`config.mk`:
```
export PLATFORM = sky130hd
export DESIGN_NAME = three_level_feedback_scheduler
export DESIGN_NICKNAME = d
export VERILOG_FILES = /design/src/rtl/core/tlfs_pkg.sv /design/src/rtl/core/tlfs_fifo.sv /design/src/rtl/core/tlfs_server.sv /design/src/rtl/core/three_level_feedback_scheduler.sv
export SDC_FILE = /design/constraint.sdc
export NUM_CORES = 1
export LEC_CHECK = 0
export BUFFER_PORTS_ARGS = -buffer_cell sky130_fd_sc_hd__buf_4
export CORE_ASPECT_RATIO = 0.7
export CORE_MARGIN = 10
export CORE_UTILIZATION = 37
export CTS_CLUSTER_DIAMETER = 40
export DETAILED_ROUTE_END_ITERATION = 16
export GPL_ROUTABILITY_DRIVEN = 0
export PLACE_DENSITY_LB_ADDON = 0.08
export SYNTH_ARGS = -nofsm -noshare
export SYNTH_HDL_FRONTEND = slang
export SYNTH_SLANG_ARGS = --single-unit
export TNS_END_PERCENT = 100
```
`constraint.sdc`:
```
create_clock -name clock -period 11.1 [get_ports clock]
set_input_delay 2.22 -clock clock [delete_from_list [all_inputs] [get_ports clock]]
set_output_delay 2.22 -clock clock [all_outputs]
set_load 0.005 [all_outputs]
```
`src/rtl/core/tlfs_pkg.sv`:
```
// Shared types, codes and helpers for the three-level feedback scheduler.
package tlfs_pkg;

   localparam int ID_W    = 8;
   localparam int SVC_W   = 8;
   localparam int QUANT_W = 3;
   localparam int LEVEL_W = 2;
   localparam int LEVELS  = 3;

   // request kinds
   localparam logic KIND_ARRIVAL = 1'b0;
   localparam logic KIND_TICK    = 1'b1;

   // priority levels
   localparam logic [LEVEL_W-1:0] LEVEL_HIGH   = 2'd0;
   localparam logic [LEVEL_W-1:0] LEVEL_MIDDLE = 2'd1;
   localparam logic [LEVEL_W-1:0] LEVEL_LOW    = 2'd2;

   // register indexes
   localparam logic CSR_MIDDLE_QUANTUM = 1'b0;
   localparam logic CSR_LOW_QUANTUM    = 1'b1;

   localparam logic [QUANT_W-1:0] MIDDLE_QUANTUM_RESET = 3'd2;
   localparam logic [QUANT_W-1:0] LOW_QUANTUM_RESET    = 3'd3;

   typedef struct packed {
      logic [ID_W-1:0]  id;
      logic [SVC_W-1:0] svc;
   } job_type;

   typedef struct packed {
      logic empty;
      logic full;
   } fifo_stat_type;

   // server -> queue side
   typedef struct packed {
      logic               requeue;
      logic [LEVEL_W-1:0] requeue_level;
      job_type            requeue_job;
      logic               take;
   } srv_ctl_type;

   // per-tick outcome from the server
   typedef struct packed {
      logic            slot_busy;
      logic [ID_W-1:0] served_id;
      logic            job_done;
   } srv_res_type;

   // quantum of a level; a zero register acts as one slot
   function automatic logic [QUANT_W-1:0] quantum_of(
      input logic [LEVEL_W-1:0] level,
      input logic [QUANT_W-1:0] mid_q,
      input logic [QUANT_W-1:0] low_q
   );
      logic [QUANT_W-1:0] q;
      q = QUANT_W'(1);
      if (level == LEVEL_MIDDLE) q = mid_q;
      else if (level != LEVEL_HIGH) q = low_q;
      if (q == '0) q = QUANT_W'(1);
      return q;
   endfunction

endpackage

```
`src/rtl/core/tlfs_fifo.sv`:
```
// One priority-level job FIFO: register storage, head/tail/count.
module tlfs_fifo #(
   parameter int FIFO_DEPTH = 16
) (
   input  logic                   clock,
   input  logic                   reset,
   input  logic                   push,
   input  tlfs_pkg::job_type      push_job,
   input  logic                   pop,
   output tlfs_pkg::job_type      head_job,
   output tlfs_pkg::fifo_stat_type stat
);

   localparam int PTR_W = $clog2(FIFO_DEPTH);
   localparam int CNT_W = $clog2(FIFO_DEPTH + 1);
   localparam logic [PTR_W-1:0] PTR_LAST = PTR_W'(FIFO_DEPTH - 1);
   localparam logic [CNT_W-1:0] CNT_FULL = CNT_W'(FIFO_DEPTH);

   tlfs_pkg::job_type mem_ff [FIFO_DEPTH];

   logic [PTR_W-1:0] head_ff, head_in;
   logic [PTR_W-1:0] tail_ff, tail_in;
   logic [CNT_W-1:0] count_ff, count_in;

   always_comb begin
      head_in  = head_ff;
      tail_in  = tail_ff;
      count_in = count_ff;
      if (push) begin
         tail_in = (tail_ff == PTR_LAST) ? '0 : tail_ff + PTR_W'(1);
      end
      if (pop) begin
         head_in = (head_ff == PTR_LAST) ? '0 : head_ff + PTR_W'(1);
      end
      if (push && !pop) count_in = count_ff + CNT_W'(1);
      else if (pop && !push) count_in = count_ff - CNT_W'(1);
   end

   always_ff @(posedge clock) begin
      if (reset) begin
         head_ff  <= '0;
         tail_ff  <= '0;
         count_ff <= '0;
      end else begin
         head_ff  <= head_in;
         tail_ff  <= tail_in;
         count_ff <= count_in;
      end
   end

   always_ff @(posedge clock) begin
      if (push) begin
         mem_ff[tail_ff] <= push_job;
      end
   end

   // empty FIFO being pushed and popped together hands the new job straight through
   assign head_job   = (count_ff == '0) ? push_job : mem_ff[head_ff];
   assign stat.empty = (count_ff == '0);
   assign stat.full  = (count_ff == CNT_FULL);

endmodule

```
`src/rtl/core/tlfs_server.sv`:
```
// Server state: current job, quantum countdown, demotion and re-queue.
module tlfs_server (
   input  logic                                clock,
   input  logic                                reset,
   input  logic                                tick,
   input  logic [tlfs_pkg::QUANT_W-1:0]        mid_quantum,
   input  logic [tlfs_pkg::QUANT_W-1:0]        low_quantum,
   input  logic                                sel_valid,
   input  logic [tlfs_pkg::LEVEL_W-1:0]        sel_level,
   input  tlfs_pkg::job_type                   sel_job,
   output tlfs_pkg::srv_ctl_type               ctl,
   output tlfs_pkg::srv_res_type               res
);

   logic [tlfs_pkg::ID_W-1:0]    job_ff, job_in;
   logic [tlfs_pkg::SVC_W-1:0]   rem_ff, rem_in;
   logic [tlfs_pkg::LEVEL_W-1:0] level_ff, level_in;
   logic [tlfs_pkg::QUANT_W-1:0] slots_ff, slots_in;
   logic                         busy_ff, busy_in;
   logic                         requeue_ff, requeue_in;

   logic                         take;
   logic                         active;
   logic [tlfs_pkg::ID_W-1:0]    cur_job;
   logic [tlfs_pkg::SVC_W-1:0]   cur_rem;
   logic [tlfs_pkg::LEVEL_W-1:0] cur_level;
   logic [tlfs_pkg::QUANT_W-1:0] cur_slots;
   logic [tlfs_pkg::QUANT_W-1:0] slots_dec;

   assign take      = tick && !busy_ff && sel_valid;
   assign active    = busy_ff || take;
   assign cur_job   = take ? sel_job.id  : job_ff;
   assign cur_rem   = take ? sel_job.svc : rem_ff;
   assign cur_level = take ? sel_level   : level_ff;
   assign cur_slots = take ? tlfs_pkg::quantum_of(sel_level, mid_quantum, low_quantum)
                           : slots_ff;
   assign slots_dec = cur_slots - tlfs_pkg::QUANT_W'(1);

   always_comb begin
      job_in     = cur_job;
      rem_in     = cur_rem;
      level_in   = cur_level;
      slots_in   = cur_slots;
      busy_in    = active;
      requeue_in = requeue_ff && !tick;
      res        = '0;
      if (tick && active) begin
         res.slot_busy = 1'b1;
         res.served_id = cur_job;
         if (cur_rem <= tlfs_pkg::SVC_W'(1)) begin
            rem_in       = '0;
            res.job_done = 1'b1;
            busy_in      = 1'b0;
         end else begin
            rem_in   = cur_rem - tlfs_pkg::SVC_W'(1);
            slots_in = slots_dec;
            if (slots_dec == '0) begin
               busy_in    = 1'b0;
               requeue_in = 1'b1;
               if (cur_level != tlfs_pkg::LEVEL_LOW) begin
                  level_in = cur_level + tlfs_pkg::LEVEL_W'(1);
               end
            end
         end
      end
   end

   always_ff @(posedge clock) begin
      if (reset) begin
         job_ff     <= '0;
         rem_ff     <= '0;
         level_ff   <= tlfs_pkg::LEVEL_HIGH;
         slots_ff   <= '0;
         busy_ff    <= 1'b0;
         requeue_ff <= 1'b0;
      end else begin
         job_ff     <= job_in;
         rem_ff     <= rem_in;
         level_ff   <= level_in;
         slots_ff   <= slots_in;
         busy_ff    <= busy_in;
         requeue_ff <= requeue_in;
      end
   end

   assign ctl.requeue       = tick && requeue_ff;
   assign ctl.requeue_level = level_ff;
   assign ctl.requeue_job   = '{id: job_ff, svc: rem_ff};
   assign ctl.take          = take;

endmodule

```
`src/rtl/core/three_level_feedback_scheduler.sv`:
```
// Top level of the three-level feedback scheduler: request register, queues, server, response register.
//
//   channel   ports                                         direction  handshake
//   request   start, busy, req_kind/job_id/job_class/...    in         start && !busy
//   response  rsp_valid, rsp_slot_busy/served_id/job_done/  out        rsp_valid, one cycle
//             rsp_dropped
//   csr       csr_write_enable, csr_index, csr_write_data   in         write enable, no wait
//
// One request per cycle, every cycle: busy is always low.
// A request is taken into the request register and processed from there (re-queue push,
// priority pick with pass-through of a just-pushed job, one slot of service); its response
// is then registered in the response register and shows on the rsp_ ports from there.
// Reset clears queue pointers/counts, server state and restores the quantum registers
// to middle 2, low 3. The receiver cannot stall; every response is a one-cycle strobe.
module three_level_feedback_scheduler #(
   parameter int FIFO_DEPTH = 16
) (
   input  logic                               clock,
   input  logic                               reset,
   // request channel
   input  logic                               start,
   output logic                               busy,
   input  logic                               req_kind,
   input  logic [tlfs_pkg::ID_W-1:0]          req_job_id,
   input  logic [1:0]                         req_job_class,
   input  logic [tlfs_pkg::SVC_W-1:0]         req_service_time,
   // response channel
   output logic                               rsp_valid,
   output logic                               rsp_slot_busy,
   output logic [tlfs_pkg::ID_W-1:0]          rsp_served_id,
   output logic                               rsp_job_done,
   output logic                               rsp_dropped,
   // register write port
   input  logic                               csr_write_enable,
   input  logic                               csr_index,
   input  logic [tlfs_pkg::QUANT_W-1:0]       csr_write_data
);

   localparam int LEVELS = tlfs_pkg::LEVELS;

   // ---------------- quantum registers ----------------
   logic [tlfs_pkg::QUANT_W-1:0] mid_q_ff, low_q_ff;

   always_ff @(posedge clock) begin
      if (reset) begin
         mid_q_ff <= tlfs_pkg::MIDDLE_QUANTUM_RESET;
         low_q_ff <= tlfs_pkg::LOW_QUANTUM_RESET;
      end else if (csr_write_enable) begin
         case (csr_index)
            tlfs_pkg::CSR_MIDDLE_QUANTUM: mid_q_ff <= csr_write_data;
            tlfs_pkg::CSR_LOW_QUANTUM:    low_q_ff <= csr_write_data;
            default: ;
         endcase
      end
   end

   // ---------------- request register ----------------
   logic                       req_valid_ff;
   logic                       kind_ff;
   tlfs_pkg::job_type          arr_job_ff;
   logic [tlfs_pkg::LEVEL_W-1:0] arr_level_ff;
   logic [tlfs_pkg::LEVEL_W-1:0] arr_level_in;

   assign busy = 1'b0;

   // class three folds into the low queue
   assign arr_level_in = (req_job_class == 2'd3) ? tlfs_pkg::LEVEL_LOW : req_job_class;

   always_ff @(posedge clock) begin
      if (reset) begin
         req_valid_ff <= 1'b0;
      end else begin
         req_valid_ff <= start && !busy;
      end
   end

   always_ff @(posedge clock) begin
      if (start && !busy) begin
         kind_ff      <= req_kind;
         arr_job_ff   <= '{id: req_job_id, svc: req_service_time};
         arr_level_ff <= arr_level_in;
      end
   end

   logic arrival, tick;
   assign arrival = req_valid_ff && (kind_ff == tlfs_pkg::KIND_ARRIVAL);
   assign tick    = req_valid_ff && (kind_ff == tlfs_pkg::KIND_TICK);

   // ---------------- queues ----------------
   tlfs_pkg::srv_ctl_type   ctl;
   tlfs_pkg::srv_res_type   res;
   tlfs_pkg::fifo_stat_type stat     [LEVELS];
   tlfs_pkg::job_type       head_job [LEVELS];

   // at most one push per cycle: an arrival or the pending re-queue of a tick
   logic                         push_req;
   logic [tlfs_pkg::LEVEL_W-1:0] push_level;
   tlfs_pkg::job_type            push_job;
   logic [LEVELS-1:0]            push_ok;
   logic [LEVELS-1:0]            avail;
   logic [LEVELS-1:0]            pop;
   logic                         drop;

   always_comb begin
      push_req   = arrival || ctl.requeue;
      push_level = arrival ? arr_level_ff : ctl.requeue_level;
      push_job   = arrival ? arr_job_ff   : ctl.requeue_job;
      drop       = 1'b0;
      for (int l = 0; l < LEVELS; l++) begin
         push_ok[l] = push_req && (push_level == tlfs_pkg::LEVEL_W'(l)) && !stat[l].full;
         avail[l]   = !stat[l].empty || push_ok[l];
         if (push_req && (push_level == tlfs_pkg::LEVEL_W'(l)) && stat[l].full) drop = 1'b1;
      end
   end

   // strict priority pick over queue contents after this cycle's push
   logic                         sel_valid;
   logic [tlfs_pkg::LEVEL_W-1:0] sel_level;
   tlfs_pkg::job_type            sel_job;

   always_comb begin
      sel_valid = 1'b1;
      sel_level = tlfs_pkg::LEVEL_HIGH;
      sel_job   = head_job[0];
      if (avail[0]) begin
         sel_level = tlfs_pkg::LEVEL_HIGH;
         sel_job   = head_job[0];
      end else if (avail[1]) begin
         sel_level = tlfs_pkg::LEVEL_MIDDLE;
         sel_job   = head_job[1];
      end else if (avail[2]) begin
         sel_level = tlfs_pkg::LEVEL_LOW;
         sel_job   = head_job[2];
      end else begin
         sel_valid = 1'b0;
      end
      for (int l = 0; l < LEVELS; l++) begin
         pop[l] = ctl.take && (sel_level == tlfs_pkg::LEVEL_W'(l));
      end
   end

   for (genvar g = 0; g < LEVELS; g++) begin : g_fifo
      tlfs_fifo #(
         .FIFO_DEPTH (FIFO_DEPTH)
      ) u_fifo (
         .clock    (clock),
         .reset    (reset),
         .push     (push_ok[g]),
         .push_job (push_job),
         .pop      (pop[g]),
         .head_job (head_job[g]),
         .stat     (stat[g])
      );
   end

   // ---------------- server ----------------
   tlfs_server u_server (
      .clock       (clock),
      .reset       (reset),
      .tick        (tick),
      .mid_quantum (mid_q_ff),
      .low_quantum (low_q_ff),
      .sel_valid   (sel_valid),
      .sel_level   (sel_level),
      .sel_job     (sel_job),
      .ctl         (ctl),
      .res         (res)
   );

   // ---------------- response register ----------------
   logic                      rsp_valid_ff;
   tlfs_pkg::srv_res_type     rsp_res_ff;
   logic                      rsp_drop_ff;

   always_ff @(posedge clock) begin
      if (reset) begin
         rsp_valid_ff <= 1'b0;
      end else begin
         rsp_valid_ff <= req_valid_ff;
      end
   end

   // res is all zero on arrivals
   always_ff @(posedge clock) begin
      if (req_valid_ff) begin
         rsp_res_ff  <= res;
         rsp_drop_ff <= drop;
      end
   end

   assign rsp_valid     = rsp_valid_ff;
   assign rsp_slot_busy = rsp_res_ff.slot_busy;
   assign rsp_served_id = rsp_res_ff.served_id;
   assign rsp_job_done  = rsp_res_ff.job_done;
   assign rsp_dropped   = rsp_drop_ff;

endmodule
```
==> results of run 1 <==
-- worst max path at each step --
stage | end | slack (ns) | cells after the start
3_3_place_gp | u_server.busy_ff | 6.32 | 13
6_report | u_server.busy_ff | 6.25 | 8
3_5_place_dp | u_server.busy_ff | 6.28 | 13
5_1_grt | u_server.busy_ff | 5.78 | 11
2_1_floorplan | g_fifo[2].u_fifo.mem_ff[3][0] | 7.24 | 8
4_1_cts | u_server.busy_ff | 6.26 | 13
-- stage by stage --
step / utilization (%) / hold WS [ns]
detailed placement: 39.5 / 0.478
global route: 43.8 / 0.500
CTS: 43.8 / 0.486
floorplan: - / 0.436
finish: 43.8 / 0.494
global placement: 39.5 / 0.474
-- layout make-up --
class	instances	area share, %
Sequential cell	880	62.1
Clock buffer	128	7.15
Tap cell	1248	3.79
Clock inverter	88	2.65
Multi-Input combinational cell	817	22.0
Timing Repair Buffer	113	2.06
Inverter	27	0.246
Antenna cell	5	0.0303
-- routing by layer --
metal | GRT usage [%] | part of all wire (%)
met5 | 0 | 0
met4 | 3.78 | 1.7
met3 | 4.80 | 6.7
met2 | 24.3 | 43
met1 | 26.2 | 49
-- cell usage in the layout, fill, tap and decap left out, types with 15 or more instances in the layout --
cell / n
sky130_fd_sc_hd__ha_1: 31
sky130_fd_sc_hd__nand2_1: 60
sky130_fd_sc_hd__mux4_2: 203
sky130_fd_sc_hd__bufinv_16: 18
sky130_fd_sc_hd__clkbuf_16: 116
sky130_fd_sc_hd__a21oi_1: 58
sky130_fd_sc_hd__dfxtp_1: 75
sky130_fd_sc_hd__edfxtp_1: 798
sky130_fd_sc_hd__nor3_1: 18
sky130_fd_sc_hd__and2_1: 15
sky130_fd_sc_hd__inv_1: 24
sky130_fd_sc_hd__mux2_2: 17
sky130_fd_sc_hd__buf_4: 113
sky130_fd_sc_hd__mux2i_1: 45
sky130_fd_sc_hd__nand3_1: 20
sky130_fd_sc_hd__nor2_1: 105
-- state kept, by name, indices dropped and copies added (netlist names), 2 cells and up, named ones only --
register and flops:
g_fifo.u_fifo.mem_ff 768, g_fifo.u_fifo.head_ff 12, arr_job_ff 16, low_q_ff 3, u_server.rem_ff 8, g_fifo.u_fifo.tail_ff 12
arr_level_ff 2, u_server.slots_ff 3, rsp_served_id 8, mid_q_ff 3, u_server.job_ff 8, g_fifo.u_fifo.count_ff 15
u_server.level_ff 2
-- critical path: cells and delay by family (launching register included) --
family           cells  cell delay, ns
AO/OA/AOI/OAI        4            1.52
flip-flops           1            0.37
AND/OR/NAND/NOR      4            2.84
-- power breakdown --
part | switching (W) | internal (W) | total [W] | leakage [nW]
Combinational | 0.000452 | 0.000190 | 0.000642 | 3.40
Clock | 0.00150 | 0.00237 | 0.00387 | 1.93
Sequential | 0.0000331 | 0.00376 | 0.00379 | 8.03
-- cells by family (layout without fill, tap and decap cells) --
kind of cell,Yosys count,after routing,synth area share (%)
adders and majority gates,34,34,1.27
buffers and inverters,115,356,1.53
xor gates and xnor gates,27,27,0.673
muxes,280,280,15.9
DFF,880,880,72.9
other,1,6,0.0107
AOI/OAI and AO/OA,166,166,3.37
and+or+nand+nor,309,309,4.33
==> results.txt, run 1 <==
----------------------------------------------------
[Setup path]
  Maximum single-stage delay on the critical path ... 1.01 ns
  Worst R2R End ... u_server.busy_ff
  Kind of critical path ... register to register
  Setup slack, reg-to-reg ... approximately 6.3 ns
  Worst Path Arrival ... roughly 5.4 ns
  Library cell contributing the largest single delay on the critical path ... sky130_fd_sc_hd__nor2_1
  Category of the worst setup path launch point ... register
  Critical Path Fanout Max ... 13
  Required time of the critical path ... 11.68 ns
  Timing startpoint of the critical path ... g_fifo[0].u_fifo.count_ff[0]
  Source of the worst register-to-register timing path ... g_fifo[0].u_fifo.count_ff[0]
  Worst Reg-to-Reg Cells ... 8
  Critical Path Sink Type ... register
  List of cells traversed by the critical path ... or4_1 -> nor2_1 -> nand2_1 -> a2111oi_0 -> o41ai_1 -> nor4_1 -> a21oi_1 -> a32o_1

[Synth]
  Most repeated cell in the gate-level netlist after synthesis ... sky130_fd_sc_hd__edfxtp_1
  Commonest cells in the synthesized netlist ... sky130_fd_sc_hd__edfxtp_1 (798), sky130_fd_sc_hd__mux4_2 (203), sky130_fd_sc_hd__nor2_1 (111)
  Main flop type after synthesis ... sky130_fd_sc_hd__edfxtp_1
  Synth warn ... 0
  Count of state elements after synthesis ... 880
  Net count after synthesis ... 1873
  Synthesized instance count ... 1812
  Cells taking the most area after synthesis ... sky130_fd_sc_hd__edfxtp_1 (68%), sky130_fd_sc_hd__mux4_2 (13%), sky130_fd_sc_hd__dfxtp_1 (4.7%), sky130_fd_sc_hd__mux2i_1 (1.3%), sky130_fd_sc_hd__nor2_1 (1.2%)
  Number of enable flip-flop cells after synthesis ... 798
  Top cell type's share of synthesized area ... 68.2%
  Fraction of the yosys area taken by sequential cells ... 72.9%
  Synthesized area ... 35100 um2
  Most area-hungry cell type in the Yosys netlist ... sky130_fd_sc_hd__edfxtp_1
  Post-synth ARST share ... 0%
  Synth Area per Inst ... approximately 19 um2
  Distinct cell type count after synthesis ... 74

[Final layout]
  Fillers ... approximately 8100
  Net count of the finished layout ... 2014
  Share of layout cells above drive strength 1 ... 27.5%
  Final Instance Area ... slightly above 40000 um2
  Multi-input gate area in the final layout ... 9050 um2
  Final instance count without filler cells ... approximately 3300
  Sequential cell area in the final layout ... approximately 26000 um2
  Synthesis-to-layout area growth ... 17.4%

[Timing]
  Setup TNS ... 0 ns
  Final count of negative-setup-slack endpoints ... 0
  Part of the cycle the worst path needs ... 43.7%
  Number of max-slew violations in the final report ... 0
  Final critical path time including I/O delays and setup ... roughly 4.8 ns
  Clock skew after layout ... 0.0238 ns
  Final hold vios ... 0
  Max-slew headroom ... 13.6%
  Max frequency ... between 0.2 and 0.25 GHz
  Unrepaired setup endpoints after global routing ... false
  Slew at the pin closest to its max-slew limit ... 1.29 ns
  Post-route worst setup slack ... 6.25 ns

[Route]
  Average via count per standard cell ... 5.52
  Violation count after the first detailed-routing iteration ... 1475
  Detailed-router iteration count before antenna repair ... 5
  Via count ... 18200
  DR WL/cell ... 28.4 um
  Detailed Route WL ... roughly 94000 um
  Post-route ant nets ... 1
  DRC errors left ... 0

[Floorplanning]
  Number of placement rows ... 94
  Die span in y ... 278 um
  Die outline area ... ~110000 um2
  Standard cell core area ... roughly 94000 um2
  Die X ... 388 um
  Starting density of the core ... 37.3%
  I/O pin count ... 40

[Worst hold path]
  Sink of the worst hold path ... u_server.requeue_ff
  Cell depth of the worst min-delay path ... 2
  Tightest Hold Check Type ... register to register
  Startpoint of the lowest-slack hold path ... u_server.requeue_ff

[Job]
  Max-Cap Viols ... 0

[Placement]
  Number of buffer cells added on primary ports ... 38
  Post-placement setup slack ... about 6.3 ns
  Post-placement cell area ... between 30000 and 40000 um2
  DP HPWL ... 58100 um
  Placed cell count ... 3085

[Global routing]
  Overflow left after global routing ... 0
  Global-route wire length before repair ... about 140000 um
  Largest net degree at the start of global routing ... 60
  Number of antenna violations at the first check in global routing ... 3
  Number of global-route vias before repair ... 18400
  GR Util All Layers ... between 10% and 20%

[Clock network]
  Clk root buf ... sky130_fd_sc_hd__clkbuf_16
  Clock transition at the registers of the reported paths ... 0.05 ns
  TritonCTS buffer count ... 114
  CTS tree ... built
  Clock insertion delay at the later pin of the skew report ... 0.70 ns
  CTS sink count ... 880
  Total setup buffers inserted after CTS ... 0
  Hold bufs inserted after CTS ... 0
  Count of H-tree levels built during CTS ... 3
  Resize count post-CTS ... 0
  Bufs on Longest Clock Path ... 3

[Run status]
  Outcome ... complete, but fails checks
  Violated checks ... antenna violations

[Power and ir drop]
  P_leak ... between 10 and 15 nW
  Power density normalized to cell area ... 201 nW/um2
  IR drop worst, VDD ... 111 uV
  Overall power consumption ... 0.00830 W

----------------------------------------------------
Note: power is estimated with default switching activity, not from simulation.
==> run 2, diff against run 1 <==
ABC_AREA = 1   (was default)
clock period = 4 ns   (was 11.1 ns; I/O delays follow)
==> results.txt, run 2 <==
----------------------------------------------------
[Floorplanning]
  Starting density of the core ... 37.5% (was 37.3%)
  Standard cell core area ... 96600 um2 (was 94100 um2)
  Die outline area ... 111000 um2 (was 108000 um2)
  I/O pin count ... 40 (unchanged)
  Die X ... 394 um (was 388 um)
  Number of placement rows ... 95 (was 94)
  Die span in y ... 282 um (was 278 um)

[Synth]
  Top cell type's share of synthesized area ... 66.1% (was 68.2%)
  Synthesized area ... 36300 um2 (was 35100 um2)
  Synthesized instance count ... 3091 (was 1812)
  Main flop type after synthesis ... sky130_fd_sc_hd__edfxtp_1 (unchanged)
  Synth Area per Inst ... 11.7 um2 (was 19.4 um2)
  Number of enable flip-flop cells after synthesis ... 798 (unchanged)
  Most area-hungry cell type in the Yosys netlist ... sky130_fd_sc_hd__edfxtp_1 (unchanged)
  Synth warn ... 0 (unchanged)
  Most repeated cell in the gate-level netlist after synthesis ... sky130_fd_sc_hd__edfxtp_1 (unchanged)
  Distinct cell type count after synthesis ... 52 (was 74)
  Count of state elements after synthesis ... 880 (unchanged)
  Commonest cells in the synthesized netlist ... sky130_fd_sc_hd__edfxtp_1 (798), sky130_fd_sc_hd__nor2_1 (488), sky130_fd_sc_hd__nand2_1 (411) (was sky130_fd_sc_hd__edfxtp_1 (798), sky130_fd_sc_hd__mux4_2 (203), sky130_fd_sc_hd__nor2_1 (111))
  Net count after synthesis ... 3152 (was 1873)
  Post-synth ARST share ... 0% (unchanged)
  Cells taking the most area after synthesis ... sky130_fd_sc_hd__edfxtp_1 (66%), sky130_fd_sc_hd__nor2_1 (5.0%), sky130_fd_sc_hd__o21ai_0 (4.7%), sky130_fd_sc_hd__dfxtp_1 (4.5%), sky130_fd_sc_hd__nand2_1 (4.3%) (was sky130_fd_sc_hd__edfxtp_1 (68%), sky130_fd_sc_hd__mux4_2 (13%), sky130_fd_sc_hd__dfxtp_1 (4.7%), sky130_fd_sc_hd__mux2i_1 (1.3%), sky130_fd_sc_hd__nor2_1 (1.2%))
  Fraction of the yosys area taken by sequential cells ... 70.6% (was 72.9%)

[Route]
  DR WL/cell ... 24.0 um (was 28.4 um)
  Post-route ant nets ... 0 (was 1)
  DRC errors left ... 0 (unchanged)
  Detailed-router iteration count before antenna repair ... 6 (was 5)
  Violation count after the first detailed-routing iteration ... 2713 (was 1475)
  Average via count per standard cell ... 5.33 (was 5.52)
  Via count ... 24600 (was 18200)
  Detailed Route WL ... 111000 um (was 94000 um)

[Final layout]
  Share of layout cells above drive strength 1 ... 13.3% (was 27.5%)
  Biggest register ... g_fifo.u_fifo.mem_ff (unchanged)
  Most frequent standard cell in the layout excluding fill and tap cells ... sky130_fd_sc_hd__edfxtp_1 (unchanged)
  Synthesis-to-layout area growth ... 17.7% (was 17.4%)
  Net count of the finished layout ... 3265 (was 2014)
  Top library cells by usage in the layout, fill and taps aside ... sky130_fd_sc_hd__edfxtp_1 (798), sky130_fd_sc_hd__nor2_1 (488), sky130_fd_sc_hd__nand2_1 (411) (was sky130_fd_sc_hd__edfxtp_1 (798), sky130_fd_sc_hd__mux4_2 (203), sky130_fd_sc_hd__clkbuf_16 (116))
  Largest registers in the final layout ... g_fifo.u_fifo.mem_ff: 768 flops, arr_job_ff: 16 flops, g_fifo.u_fifo.count_ff: 15 flops (unchanged)
  Largest register FFs ... 768 (unchanged)

[Clock network]
  CTS tree ... built (unchanged)
  Clock insertion delay at the later pin of the skew report ... 0.72 ns (was 0.70 ns)
  Resize count post-CTS ... 0 (unchanged)
  Count of H-tree levels built during CTS ... 3 (unchanged)
  Hold bufs inserted after CTS ... 0 (unchanged)
  TritonCTS buffer count ... 116 (was 114)
  Total setup buffers inserted after CTS ... 0 (unchanged)
  CTS sink count ... 880 (unchanged)
  Bufs on Longest Clock Path ... 3 (unchanged)
  Clk root buf ... sky130_fd_sc_hd__clkbuf_16 (unchanged)
  Clock transition at the registers of the reported paths ... 0.05 ns (about the same)

[Power and ir drop]
  Share of power burned in the clock network ... 46.6% (about the same)
  Power density normalized to cell area ... 542 nW/um2 (was 201 nW/um2)
  Switching Fraction ... 24.8% (was 24.0%)
  Part of the power in combinational logic ... 8.3% (was 7.7%)
  Power share of the sequential group ... 45.0% (was 45.7%)
  P_int ... 0.0174 W (was 0.00632 W)
  Overall power consumption ... 0.0231 W (was 0.00830 W)
  IR drop worst, VDD ... 355 uV (was 111 uV)
  Switching power of the nets ... 0.00574 W (was 0.00199 W)
  P_leak ... 15.3 nW (was 13.4 nW)

[Placement]
  Number of buffer cells added on primary ports ... 38 (unchanged)
  DP HPWL ... 68200 um (was 58100 um)

[Timing]
  Clock skew after layout ... 0.0256 ns (was 0.0238 ns)
  Part of the cycle the worst path needs ... 87.5% (was 43.7%)
  Unrepaired setup endpoints after global routing ... false (unchanged)
  Max frequency ... 0.286 GHz (was 0.206 GHz)
  Final count of negative-setup-slack endpoints ... 0 (unchanged)
  Number of max-slew violations in the final report ... 0 (unchanged)
  Max-slew headroom ... 24.2% (was 13.6%)
  Setup TNS ... 0 ns (unchanged)
  Final critical path time including I/O delays and setup ... 3.50 ns (was 4.85 ns)
  Slew at the pin closest to its max-slew limit ... 1.14 ns (was 1.29 ns)
  Final hold vios ... 0 (unchanged)

[Global routing]
  Largest net degree at the start of global routing ... 129 (was 60)
  Number of global-route vias before repair ... 23400 (was 18400)
  GR Util All Layers ... 19.5% (was 17.2%)
  Overflow left after global routing ... 0 (unchanged)
  Global-route wire length before repair ... 162000 um (was 135000 um)
  Number of antenna violations at the first check in global routing ... 6 (was 3)

[Setup path]
  List of cells traversed by the critical path ... buf_4 -> nand2_2 -> nand2_1 -> nand2_2 -> nand3_2 -> nand2_2 -> inv_1 -> nor2_1 -> inv_1 -> ha_1 -> inv_1 -> ha_1 -> a21o_1 -> a21oi_1 -> nor2_1 -> nor2_1 -> nand2_1 -> o21ai_0 -> a21oi_1 (was or4_1 -> nor2_1 -> nand2_1 -> a2111oi_0 -> o41ai_1 -> nor4_1 -> a21oi_1 -> a32o_1)
  Critical Path Sink Type ... register (unchanged)
  Worst path buffer plus inverter count ... 4 (was 0)
  Gate family responsible for the most delay along the worst path ... simple AND/OR/NAND/NOR gates (unchanged)
  Worst Path Arrival ... 4.09 ns (was 5.43 ns)
  Library cell contributing the largest single delay on the critical path ... sky130_fd_sc_hd__dfxtp_1 (was sky130_fd_sc_hd__nor2_1)
  Critical Path Fanout Max ... 13 (unchanged)
  Maximum single-stage delay on the critical path ... 0.34 ns (was 1.01 ns)
  Category of the worst setup path launch point ... register (unchanged)
  Required time of the critical path ... 4.59 ns (was 11.68 ns)
  Kind of critical path ... register to register (unchanged)

[Run status]
  Outcome ... finished clean (was complete, but fails checks)

[Job]
  Max-Cap Viols ... 0 (unchanged)

[Worst hold path]
  Tightest Hold Check Type ... input pin to register (was register to register)

----------------------------------------------------
==> run 2: final cells by class <==
type                       count  area [um2]
inverter                     182         687
antenna                        1        2.50
clock buffer                 134        3060
sequential                   880       25600
clock inverter                88        1030
fill                        8810       53900
timing repair buffer         171        1400
multi-input combinational   1853        9280
tap                         1309        1640
==> run 2: kinds of logic (layout without fill, tap and decap cells) <==
group                    Yosys count  after routing  synth area share (%)
AO/OA/AOI/OAI                    582            582                  9.51
XOR/XNOR                          12             12                 0.290
adder cells (fa/ha/maj)           34             34                  1.23
buffers and inverters            358            575                  3.95
flip-flops                       880            880                  70.6
multiplexers                       6              6                 0.179
other                              1              2                0.0103
AND/OR/NAND/NOR                 1218           1218                  14.3
==> run 2: path summary, 6_finish.rpt <==
check                 startpoint                      endpoint  slack, ns  cells after the start
max                 req_valid_ff  g_fifo[0].u_fifo.count_ff[4]       0.50                     19
min          req_service_time[7]                 arr_job_ff[7]       0.26                      1
max reg2reg         req_valid_ff  g_fifo[0].u_fifo.count_ff[4]       0.50                     19
min reg2reg  u_server.requeue_ff           u_server.requeue_ff       0.49                      2
==> run 2: per-layer routing <==
metal | global-route usage, % | wire length, um
met3 | 4.75 | 8710
met1 | 29.1 | 53000
met5 | 0 | 16
met4 | 4.81 | 2230
met2 | 28.3 | 47100
==> run 2: power by group through the flow <==
stage / clock network [W] / logic, W / registers (W)
after floorplan: 0 / 0.00108 / 0.0106
after global placement: 0 / 0.00188 / 0.0106
after detailed placement: 0 / 0.00192 / 0.0106
after CTS: 0.0110 / 0.00193 / 0.0104
after global routing: 0.0114 / 0.00210 / 0.0104
final: 0.0108 / 0.00193 / 0.0104
==> run 2: through the flow <==
stage	area (um2)	instances	worst slack, ns	hold slack [ns]	util (%)
floorplan	36300	3091	0.465	0.430	-
global placement	38600	4395	0.559	0.474	40.0
detailed placement	38600	4395	0.480	0.477	40.0
CTS	42700	4617	0.469	0.210	44.2
global route	42700	4617	0.0694	0.222	44.2
finish	42700	4618	0.501	0.264	44.2
